===== src/hdl/tksk_pkg.sv =====
// Shared types and constants for the top-k score keeper.
package tksk_pkg;

	localparam int MAX_ENTRIES = 128;
	localparam int CNT_W       = $clog2(MAX_ENTRIES + 1);
	localparam int LIM_W       = (CNT_W > 8) ? CNT_W : 8;
	localparam logic [7:0] TOP_COUNT_RESET = 8'd101;

	localparam logic [1:0] KIND_OFFER = 2'd0;
	localparam logic [1:0] KIND_DRAIN = 2'd1;
	localparam logic [1:0] KIND_CLEAR = 2'd2;

	typedef struct packed {
		logic [1:0]  kind;
		logic [30:0] key;
		logic [31:0] score;
		logic [30:0] exclude_key;
	} req_t;

	typedef struct packed {
		logic        valid_res;
		logic [30:0] out_key;
		logic [31:0] out_score;
		logic        last;
	} res_t;

	typedef struct packed {
		logic [30:0] key;
		logic [31:0] score;
	} entry_t;

	typedef enum logic [1:0] {
		CELL_HOLD,
		CELL_INSERT,
		CELL_REMOVE
	} cell_op_t;

	typedef struct packed {
		cell_op_t    op;
		logic [30:0] key;
		logic [31:0] score;
	} cell_ctrl_t;

endpackage


===== src/hdl/tksk_cell.sv =====
// One slot of the sorted chain: holds an entry, shifts down on insert, up on removal.
module tksk_cell (
	input  logic                clk,
	input  tksk_pkg::cell_ctrl_t ctrl,
	input  logic                occ,
	input  logic                ge_prev,
	input  tksk_pkg::entry_t    prev_entry,
	input  tksk_pkg::entry_t    next_entry,
	output tksk_pkg::entry_t    entry,
	output logic                ge
);

	tksk_pkg::entry_t entry_q;
	tksk_pkg::entry_t entry_d;

	assign ge    = occ && (entry_q.score >= ctrl.score);
	assign entry = entry_q;

	always_comb begin
		entry_d = entry_q;
		unique case (ctrl.op)
			tksk_pkg::CELL_INSERT: begin
				if (!ge) begin
					if (ge_prev) begin
						entry_d.key   = ctrl.key;
						entry_d.score = ctrl.score;
					end else begin
						entry_d = prev_entry;
					end
				end
			end
			tksk_pkg::CELL_REMOVE: entry_d = next_entry;
			default: entry_d = entry_q;
		endcase
	end

	always_ff @(posedge clk) begin
		entry_q <= entry_d;
	end

endmodule

===== config.mk =====
export PLATFORM = sky130hd
export DESIGN_NAME = tksk_cell
export DESIGN_NICKNAME = d
export VERILOG_FILES = /design/src/hdl/tksk_pkg.sv /design/src/hdl/tksk_cell.sv
export SDC_FILE = /design/constraint.sdc
export NUM_CORES = 1
export LEC_CHECK = 0
export BUFFER_PORTS_ARGS = -buffer_cell sky130_fd_sc_hd__buf_2
export CORE_MARGIN = 5
export CORE_UTILIZATION = 25
export CTS_CLUSTER_DIAMETER = 200
export DETAILED_ROUTE_END_ITERATION = 10
export GPL_ROUTABILITY_DRIVEN = 0
export PLACE_DENSITY = 0.53
export SYNTH_ARGS = -nofsm -noshare
export SYNTH_HDL_FRONTEND = slang
export SYNTH_SLANG_ARGS = --single-unit

===== constraint.sdc =====
create_clock -name clk -period 16.5 [get_ports clk]
set_clock_uncertainty 0.2 [all_clocks]
set_input_delay 2.475 -clock clk [delete_from_list [all_inputs] [get_ports clk]]
set_output_delay 2.475 -clock clk [all_outputs]
set_load 0.01 [all_outputs]

-- After elaboration in Yosys (flattened, before gate mapping)
Index checks and enable logic that the tools add are counted.
Widths: inputs -> output; s select.
- register bits: 63
- output and inout bits: 64
- equality and inequality tests: 3
- reductions and logical operators: 3
- magnitude comparators: 1
- muxes and demuxes: 3
- operator list (kind ; number):
    $mux 63 ; 2
    $pmux 63 s2 ; 1
    $ge 32x32->1 ; 1
    $eq 2x1->1 const B ; 1
    $eq 2x2->1 const B ; 1
    $ne 2x2->1 const B ; 1
    $reduce_and 2->1 ; 1
    $reduce_bool 2->1 ; 1
    $logic_and 1x1->1 ; 1

-- Logic depth before layout (Yosys ltp)
Gate-level depths: netlist of run 1.
- depth in word-level cells: 4
- depth in mapped cells: 7
- gate-level depth less buffers: 7

-- Worst setup path before layout of run 1
No wires, ideal clock.
- kind: input-to-reg
- from: in ctrl[0] (netlist name)
- to: reg entry_q (netlist bit entry[0]), enable pin
- arrival time: 7.032 ns
- cell stages on the path: 6
- slack: 8.747 ns
- required time: 15.779 ns
- cell sequence: ha_1 > nand2b_4 > a2111oi_4 > nor3_1 > o31a_1 > o41ai_2
- cells in the longest elaborated chain, start to end: 4
- ends and longest elaborated chain (what ; RTL line ; text):
    start: declaration ; tksk_cell.sv:4 ; input tksk_pkg::cell_ctrl_t ctrl,
    $ge 32x32->1 ; tksk_cell.sv:16 ; assign ge = occ && (entry_q.score >= ctrl.score);
    $logic_and 1x1->1 ; tksk_cell.sv:16 ;
    $ne 2x2->1 (no source line) ; -- ;
    $reduce_and 2->1 (no source line) ; -- ;
    end signal: assignment ; tksk_cell.sv:38 ; entry_q <= entry_d;
    end: declaration ; tksk_cell.sv:13 ; tksk_pkg::entry_t entry_q;
No other way between the ends.
A chain may end at the register's enable or synchronous reset.

-- Worst setup path after layout of run 1
- from: in ctrl[30] (netlist name)
- to: out ge
- cells in the longest elaborated chain, start to end: 2
- ends and longest elaborated chain (what ; RTL line ; text):
    $ge 32x32->1 ; tksk_cell.sv:16 ;
    $logic_and 1x1->1 ; tksk_cell.sv:16 ;
    end: declaration ; tksk_cell.sv:10 ; output logic ge
No other way between the ends.

==> impl_metrics.env, run 1 <==
export IMPL_status="completed"
export IMPL_final_cell_mix="256 x buf_2, 70 x nand2_1, 63 x mux2i_1, 63 x edfxtp_1, 42 x o21ai_1"
export IMPL_avgViaCountPerCell=4.28
export IMPL_syn_to_final_growth_pct=45.7
export IMPL_grt_max_degree=75
export IMPL_cts_made_buffers=9
export IMPL_top_usage_layer="met2"
export IMPL_layout_drive_gt1_share_pct=43.2
export IMPL_critical_path_class="input port to primary output"
export IMPL_internal_power_uw=399
export IMPL_synth_seq_cells=63
export IMPL_min_from="entry[31]$_DFFE_PP_"
export IMPL_gr_total_overflow=0
export IMPL_dieArea_mm2=0.0187
export IMPL_grt_use_met3_pct=3.79
export IMPL_p_sw_share_pct=25.6
export IMPL_cts_setup_buffers=0
export IMPL_synth_cell_types=28
export IMPL_finalWirelength_um=12500
export IMPL_num_io_pins=258
export IMPL_final_common_cell="buf_2"
export IMPL_worstReg2RegStart="entry[30]$_DFFE_PP_"
export IMPL_clkSinkCount=63
export IMPL_setup_viol=0
export IMPL_tritoncts="built"
export IMPL_antenna_left=0
export IMPL_critPathRequiredTime_ns=13.82
export IMPL_max_cap_violations=0
export IMPL_seqPwrFrac_pct=38.6
export IMPL_peakVddDrop_mv=0.0407
export IMPL_core_area_mm2=0.0158
export IMPL_holdBufCountCts=0
export IMPL_die_h_um=137
export IMPL_relSlewSlack_pct=27.6
export IMPL_seq_area_frac_synth_pct=47.0
export IMPL_final_hold_viol_count=0
export IMPL_pwr_density_cell_mw_per_mm2=91.5
export IMPL_synth_compound_area_share_pct=12.7
export IMPL_die_w_um=137
export IMPL_synthCells=390
export IMPL_ctsResizeCount=0
export IMPL_use_met1_pct=14.5
export IMPL_crit_start="ctrl[30]"
export IMPL_initial_core_util_pct=25.4
export IMPL_start_kind="input port"
export IMPL_clk_pin_slew_worst_paths_ns=0.06
export IMPL_largest_reg_flops=63
export IMPL_synth_top_family_by_area="multiplexers"
export IMPL_power_leakage_uw=0.00287
export IMPL_root_buffer="clkbuf_16"
export IMPL_seqCellArea_mm2=0.00189
export IMPL_antenna_found_initial=0
export IMPL_crit_arrival_ns=4.14
export IMPL_crit_fanout=4
export IMPL_report_final_slew_viol_count=0
export IMPL_grt_pass1_wl_um=18500
export IMPL_synth_simple_gate_area_share_pct=9.18
export IMPL_end_kind="primary output"
export IMPL_p_sw_uw=137
export IMPL_synth_fa_ha_area_share_pct=9.95
export IMPL_min_delay_path_class="flop to flop"
export IMPL_grt_usage_pct=12.7
export IMPL_p_clk_share_pct=40.0
export IMPL_finalSetupTns_ns=0
export IMPL_hold_slack_ns=1.30
export IMPL_finalNetCount=865
export IMPL_use_met2_pct=22.2
export IMPL_clk_latency_ns=0.33
export IMPL_syn_avg_cell_area_um2=10.3
export IMPL_remaining_drc_errors=0
export IMPL_drt_first_pass_iters=4
export IMPL_timing_fmax_mhz=147
export IMPL_muxShareOfSynthArea_pct=15.7
export IMPL_rsz0062_at_grt="false"
export IMPL_drt_iter0_drc=68
export IMPL_period_needed_ns=6.82
export IMPL_synth_nets=616
export IMPL_clk_path_buf_depth=2
export IMPL_period_share_pct=41.3
export IMPL_finalCoreUtilization_pct=37.0
export IMPL_syn_cell_area_mm2=0.00402
export IMPL_comb_power_share_pct=21.4
export IMPL_fill_cells=1607
export IMPL_num_rows=46
export IMPL_grt_pass1_vias=3844
export IMPL_numPortBuffers=257
export IMPL_synth_xor_area_share_pct=0
export IMPL_avgRoutedWirePerCell_um=14.5
export IMPL_ys_warn_count=0
export IMPL_vias=3686
export IMPL_worst_slew_pin_slew_ns=1.08
export IMPL_multi_input_area_mm2=0.00193
export IMPL_htree_num_levels=3
export IMPL_dp_hpwl_um=10000
## cell families after synthesis
kind of cell / Yosys count
flip-flops: 63
AND/OR/NAND/NOR: 88
multiplexers: 63
adder cells (fa/ha/maj): 32
buffers and inverters: 55
AO/OA/AOI/OAI: 89
## synthesized netlist by cell type
master / number / share of area (%)
edfxtp_1: 63 / 47
nand4_1: 7 / 1.1
nand3_1: 2 / 0.25
nor2b_1: 1 / 0.16
nand2_1: 70 / 6.5
buf_1: 1 / 0.093
a211oi_1: 2 / 0.37
clkbuf_1: 8 / 0.75
nor4_1: 1 / 0.16
o221ai_1: 1 / 0.22
a211o_1: 1 / 0.22
mux2i_1: 63 / 16
a21oi_1: 11 / 1.4
nor2_1: 3 / 0.28
nor3_1: 3 / 0.37
buf_2: 12 / 1.5
o21a_1: 2 / 0.37
ha_1: 32 / 10
a2111oi_4: 1 / 0.68
o21ai_1: 42 / 5.2
o21ai_0: 24 / 3.0
a221oi_1: 1 / 0.22
a21o_1: 1 / 0.19
nand2b_4: 1 / 0.34
o211ai_1: 1 / 0.19
inv_1: 34 / 3.2
o31a_1: 1 / 0.22
o41ai_2: 1 / 0.40
## stage by stage
step	area [um2]	worst slack, ns	power, uW	cells
floorplan	4020	8.75	271	390
global placement	5520	9.54	325	844
detailed placement	5520	9.61	328	844
CTS	5860	9.60	548	860
global route	5860	9.50	569	860
finish	5860	9.68	536	861
## power groups by stage
stage / Sequential [uW] / Combinational (uW) / Clock (uW)
3_3_place_gp: 210 / 116 / 0
2_1_floorplan: 220 / 51.8 / 0
4_1_cts: 207 / 118 / 223
5_1_grt: 209 / 129 / 231
3_5_place_dp: 210 / 117 / 0
6_report: 207 / 115 / 214
## layout make-up
| cell class | instances | share of cell area (%) |
|---|---|---|
| well taps | 216 | 4.61 |
| diodes | 1 | 0.0427 |
| multi-input cells | 272 | 32.9 |
| inverters | 34 | 2.18 |
| clock buffers | 9 | 3.84 |
| flip-flops and latches | 63 | 32.3 |
| clock inverters | 7 | 1.90 |
| repair buffers | 259 | 22.2 |
## worst max-delay path, stage by stage
cell     delay (ns)
buf_2          0.09
inv_1          0.04
ha_1           0.31
nand4_1        0.23
nor4_1         0.43
o31a_1         0.29
o21a_1         0.13
buf_2          0.15
## layer usage
| metal | vias up | part of all wire, % | wire length (um) |
|---|---|---|---|
| met5 | - | 0 | 0 |
| met4 | 0 | 1.6 | 195 |
| met3 | 13 | 10 | 1280 |
| met2 | 169 | 49 | 6150 |
| met1 | 1596 | 39 | 4880 |
| li1 | 1908 | - | - |
## final timing paths
check	endpoint	slack (ns)	cells past startpoint
max	ge	9.68	8
min	entry[1]$_DFFE_PP_	1.30	5
max reg2reg	entry[53]$_DFFE_PP_	13.39	7
min reg2reg	entry[1]$_DFFE_PP_	1.30	5
Power figures use the tool's default switching activity.
==> run 2, diff against run 1 <==
- PLACE_DENSITY: 0.53 -> 0.55
- clock period: 16.5 -> 5.6 ns (I/O delays scaled with it)
==> run 2 against run 1 <==
Net effect: core utilization is 0.29 points lower; sequential cell count unchanged; critical endpoint unchanged; routed wire length rose by 0.78%; register-to-register slack worse by 11 ns; combinational power grew to 3.0 times the previous value.
==> impl_metrics.env, run 2 (synthesis gave the netlist of run 1 again) <==
export IMPL_grt_pass1_wl_um=18600
export IMPL_avgViaCountPerCell=4.31
export IMPL_pwr_density_cell_mw_per_mm2=255
export IMPL_grt_max_degree=75
export IMPL_ff2ff_path_depth=8
export IMPL_end_kind="primary output"
export IMPL_critical_path_class="input port to primary output"
export IMPL_cts_made_buffers=9
export IMPL_die_w_um=137
export IMPL_finalSetupTns_ns=0
export IMPL_avgRoutedWirePerCell_um=14.6
export IMPL_fill_cells=1658
export IMPL_initial_core_util_pct=25.4
export IMPL_antenna_found_initial=0
export IMPL_syn_to_final_growth_pct=44.5
export IMPL_root_buffer="clkbuf_16"
export IMPL_drt_first_pass_iters=4
export IMPL_layout_drive_gt1_share_pct=43.1
export IMPL_rsz0062_at_grt="false"
export IMPL_final_hold_viol_count=0
export IMPL_final_cell_mix="256 x buf_2, 70 x nand2_1, 63 x mux2i_1, 63 x edfxtp_1, 42 x o21ai_1"
export IMPL_clk_path_buf_depth=2
export IMPL_ctsResizeCount=0
export IMPL_worst_slew_pin_slew_ns=1.08
export IMPL_die_h_um=137
export IMPL_clk_pin_slew_worst_paths_ns=0.05
export IMPL_min_delay_path_class="input port to flop"
export IMPL_antenna_cells=0
export IMPL_remaining_drc_errors=0
export IMPL_dieArea_mm2=0.0187
export IMPL_max_cap_violations=0
export IMPL_numPortBuffers=257
export IMPL_finalWirelength_um=12600
export IMPL_peakVddDrop_mv=0.115
export IMPL_period_share_pct=63.5
export IMPL_crit_fanout=4
export IMPL_num_io_pins=258
export IMPL_report_final_slew_viol_count=0
export IMPL_htree_num_levels=3
export IMPL_start_kind="input port"
export IMPL_tritoncts="built"
export IMPL_power_uw=1480
export IMPL_gr_total_overflow=0
export IMPL_cts_setup_buffers=0
export IMPL_grt_usage_pct=12.9
export IMPL_final_common_cell="buf_2"
export IMPL_min_path_cells=3
export IMPL_holdBufCountCts=0
export IMPL_antenna_left=0
export IMPL_vias=3713
export IMPL_critPathRequiredTime_ns=4.56
export IMPL_power_leakage_uw=0.00285
export IMPL_core_area_mm2=0.0158
export IMPL_period_needed_ns=3.56
export IMPL_relSlewSlack_pct=28.2
export IMPL_worst_slack_ns=2.04
export IMPL_grt_pass1_vias=3988
export IMPL_largest_reg_flops=63
export IMPL_dpl_worst_slack_ns=2.04
export IMPL_finalNetCount=867
export IMPL_num_rows=46
export IMPL_timing_fmax_mhz=281
export IMPL_setup_viol=0
export IMPL_crit_arrival_ns=2.52
export IMPL_clkSinkCount=63
export IMPL_dp_hpwl_um=10300
export IMPL_status="completed"
export IMPL_clk_latency_ns=0.33
export IMPL_drt_iter0_drc=114
## run 2: metal layers
layer | global-route usage [%] | up-vias | share of wire, %
li1 | - | 1915 | -
met4 | 5.16 | 0 | 1.5
met1 | 13.8 | 1635 | 39
met3 | 3.64 | 12 | 8.9
met5 | 0 | - | 0
met2 | 23.7 | 151 | 51
## run 2: final cells by class
cell class / instances / area, um2 / area share, %
clock buffers: 9 / 225 / 3.87
clock inverters: 6 / 52.6 / 0.904
inverters: 34 / 128 / 2.19
multi-input cells: 272 / 1930 / 33.2
flip-flops and latches: 63 / 1890 / 32.5
well taps: 216 / 270 / 4.65
repair buffers: 261 / 1320 / 22.7
## run 2: final timing paths
| path | startpoint | endpoint | slack, ns |
|---|---|---|---|
| hold / removal | next_entry[57] | entry[57]$_DFFE_PP_ | 0.59 |
| setup reg to reg | entry[0]$_DFFE_PP_ | entry[61]$_DFFE_PP_ | 2.71 |
| setup / recovery | ctrl[31] | ge | 2.04 |
| hold reg to reg | entry[31]$_DFFE_PP_ | entry[3]$_DFFE_PP_ | 1.06 |
## run 2: through the flow
stage / hold WS (ns) / cells / util [%] / cell area (um2)
2_1_floorplan: 0.827 / 390 / - / 4030
3_3_place_gp: 0.915 / 846 / 35.0 / 5540
3_5_place_dp: 0.919 / 846 / 35.0 / 5540
4_1_cts: 0.568 / 861 / 36.7 / 5810
5_1_grt: 0.584 / 861 / 36.7 / 5810
6_report: 0.589 / 861 / 36.7 / 5810
## run 2: where the power goes
| group | internal (uW) | switching, uW |
|---|---|---|
| sequential | 588 | 19.9 |
| clock | 336 | 194 |
| combinational | 157 | 185 |
## run 2: critical path: stages
cell	delay [ns]
buf_2	0.09
inv_1	0.04
ha_1	0.29
nand4_1	0.19
nor4_1	0.45
o31a_1	0.33
o21a_1	0.15
buf_2	0.14
==> run 3, diff against run 2 <==
- ABC_AREA: default -> 1
- PLACE_DENSITY: 0.55 -> 0.53
- clock period: 5.6 -> 3.6 ns (I/O delays scaled with it)
==> run 3 against run 2 <==
Net effect: hold slack got worse by 0.28 ns; final cell count is 11% higher; routed wire length is 7.2% higher; total power increased by 48%; design area is 0.26% lower; global-route usage is 1.2 points higher; clock power rose by 43%; clock-buffer cell count did not move; combinational power up 49%; largest cell class is now flip-flops and latches; sequential cell count unchanged; synthesized area rose by 0.81%; non-clock buffer count grew 2.
==> impl_metrics.env, run 3 <==
export IMPL_antenna_found_initial=0
export IMPL_final_common_cell="buf_2"
export IMPL_cpMostUsedCell="nand2_1"
export IMPL_cts_made_buffers=9
export IMPL_synthCells=489
export IMPL_cts_setup_buffers=0
export IMPL_final_hold_viol_count=0
export IMPL_worst_slew_pin_slew_ns=0.600
export IMPL_critical_path_class="flop to primary output"
export IMPL_drt_iter0_drc=150
export IMPL_clkSinkCount=63
export IMPL_dpl_worst_slack_ns=0.594
export IMPL_remaining_drc_errors=0
export IMPL_path_delay_family="flip-flops"
export IMPL_rsz0062_at_grt="false"
export IMPL_initial_core_util_pct=25.5
export IMPL_clk_path_buf_depth=2
export IMPL_start_kind="flop"
export IMPL_pwr_density_cell_mw_per_mm2=377
export IMPL_finalNetCount=962
export IMPL_crit_fanout=3
export IMPL_syn_to_final_growth_pct=43.0
export IMPL_dieArea_mm2=0.0189
export IMPL_yosysTopAreaCellShare_pct=46.7
export IMPL_async_flop_share_pct=0
export IMPL_grt_usage_pct=14.1
export IMPL_report_final_slew_viol_count=0
export IMPL_largest_reg_flops=63
export IMPL_end_kind="primary output"
export IMPL_fill_cells=1757
export IMPL_yosys_top_cells_count="99 x nand2_1, 99 x nor2_1, 63 x edfxtp_1"
export IMPL_clk_latency_ns=0.33
export IMPL_clk_pin_slew_worst_paths_ns=0.05
export IMPL_period_needed_ns=2.73
export IMPL_core_area_mm2=0.0159
export IMPL_max_cap_violations=0
export IMPL_crit_slowest_cell="edfxtp_1"
export IMPL_tritoncts="built"
export IMPL_power_leakage_uw=0.00290
export IMPL_holdBufCountCts=0
export IMPL_root_buffer="clkbuf_16"
export IMPL_crit_buf_inv=2
export IMPL_ctsResizeCount=0
export IMPL_layout_drive_gt1_share_pct=38.9
export IMPL_gr_total_overflow=0
export IMPL_status="completed"
export IMPL_top_usage_layer="met2"
export IMPL_htree_num_levels=3
export IMPL_use_met1_pct=17.7
export IMPL_peakVddDrop_mv=0.156
export IMPL_synth_cell_types=22
export IMPL_postSynth_topFlopCell="edfxtp_1"
export IMPL_numPortBuffers=257
export IMPL_dp_hpwl_um=10700
export IMPL_syn_cell_area_mm2=0.00406
export IMPL_finalSetupTns_ns=0
export IMPL_synth_nets=715
export IMPL_path_cells="ha_1 -> nand2_1 -> o21ai_0 -> a21oi_2 -> nand2_1 -> nand2_1 -> nand2_1 -> nand2_1 -> inv_1 -> buf_2"
export IMPL_relSlewSlack_pct=60.0
export IMPL_synth_seq_cells=63
export IMPL_die_h_um=137
export IMPL_num_rows=46
export IMPL_antenna_left=0
export IMPL_avgRoutedWirePerCell_um=14.1
export IMPL_antenna_cells=0
export IMPL_seq_area_frac_synth_pct=46.7
export IMPL_cpPeakStageDelay_ns=0.39
export IMPL_die_w_um=137
export IMPL_critPathRequiredTime_ns=2.86
export IMPL_worst_slack_ns=0.866
export IMPL_crit_arrival_ns=1.99
export IMPL_finalWirelength_um=13500
export IMPL_synthTopCellsByArea="edfxtp_1 47%, ha_1 9.9%, nand2_1 9.2%"
export IMPL_grt_pass1_wl_um=20600
export IMPL_synth_area_leader_cell="edfxtp_1"
export IMPL_grt_use_met3_pct=4.67
export IMPL_min_delay_path_class="input port to flop"
export IMPL_period_share_pct=76.0
export IMPL_use_met2_pct=22.4
export IMPL_vias=4091
export IMPL_num_io_pins=258
export IMPL_timing_fmax_mhz=366
export IMPL_avgViaCountPerCell=4.28
export IMPL_grt_pass1_vias=4053
export IMPL_ys_warn_count=0
export IMPL_synth_edff_count=63
export IMPL_drt_first_pass_iters=4
export IMPL_grt_max_degree=71
export IMPL_setup_viol=0
export IMPL_syn_avg_cell_area_um2=8.29
export IMPL_final_cell_mix="257 x buf_2, 99 x nor2_1, 98 x nand2_1"
-- run 3: cell types whose count changed in the layout (fill, tap and decap cells not counted), sizes merged, moves of 2 or more --
cell | before | now
mux2i | 63 | 0
a31oi | 0 | 32
nor2 | 3 | 102
nand4 | 7 | 3
nand2 | 70 | 101
o21ai | 66 | 35
nor3 | 3 | 1
a21oi | 11 | 47
nand3 | 2 | 0
inv | 34 | 44
a211oi | 2 | 0
buf | 261 | 263
-- run 3: stage by stage --
stage               hold WS [ns]  total power [uW]  std cells  area [um2]  utilization, %
floorplan                  0.555              1210        489        4060               -
global placement           0.649              1450        941        5550            34.9
detailed placement         0.650              1460        941        5550            34.9
CTS                        0.300              2230        956        5800            36.5
global route               0.310              2330        956        5800            36.5
finish                     0.312              2190        956        5800            36.5
-- run 3: final cells by class --
type                       count  area [um2]  area share, %
clock buffer                   9         225           3.88
clock inverter                 6        28.8          0.496
multi-input combinational    355        1850           31.9
sequential                    63        1890           32.6
tap                          216         270           4.66
inverter                      44         165           2.85
timing repair buffer         263        1370           23.6
-- run 3: cell families (layout without fill, tap and decap cells) --
logic type	after synthesis	in the layout	share of synthesized area, %
adders and majority gates	32	32	9.87
and+or+nand+nor	207	207	19.8
DFF	63	63	46.7
buffers and inverters	71	322	8.05
AOI/OAI and AO/OA	116	116	15.6
-- run 3: path summary, 6_finish.rpt --
check	from	to	slack [ns]	depth (start not counted)
max	entry[11]$_DFFE_PP_	ge	0.87	10
min	next_entry[2]	entry[2]$_DFFE_PP_	0.31	3
max reg2reg	entry[7]$_DFFE_PP_	entry[61]$_DFFE_PP_	0.95	13
min reg2reg	entry[23]$_DFFE_PP_	entry[6]$_DFFE_PP_	1.24	9
-- run 3: worst min-delay path: cells and delay by family --
| family | cells | cell delay, ns |
|---|---|---|
| buffers and inverters | 1 | 0.07 |
| and+or+nand+nor | 2 | 0.11 |
-- run 3: power breakdown --
group | internal, uW | total, uW | switching, uW | leakage, uW
clock | 452 | 756 | 304 | 0.000132
combinational | 221 | 510 | 289 | 0.00216
sequential | 898 | 923 | 24.4 | 0.000606
total | 1570 | 2190 | 617 | 0.00290
-- run 3: metal layers --
| layer | up-vias | routed length [um] | part of all wire [%] |
|---|---|---|---|
| li1 | 2152 | - | - |
| met1 | 1755 | 5750 | 43 |
| met2 | 167 | 6030 | 45 |
| met3 | 17 | 1420 | 10 |
| met4 | 0 | 308 | 2.3 |
| met5 | - | 0 | 0 |
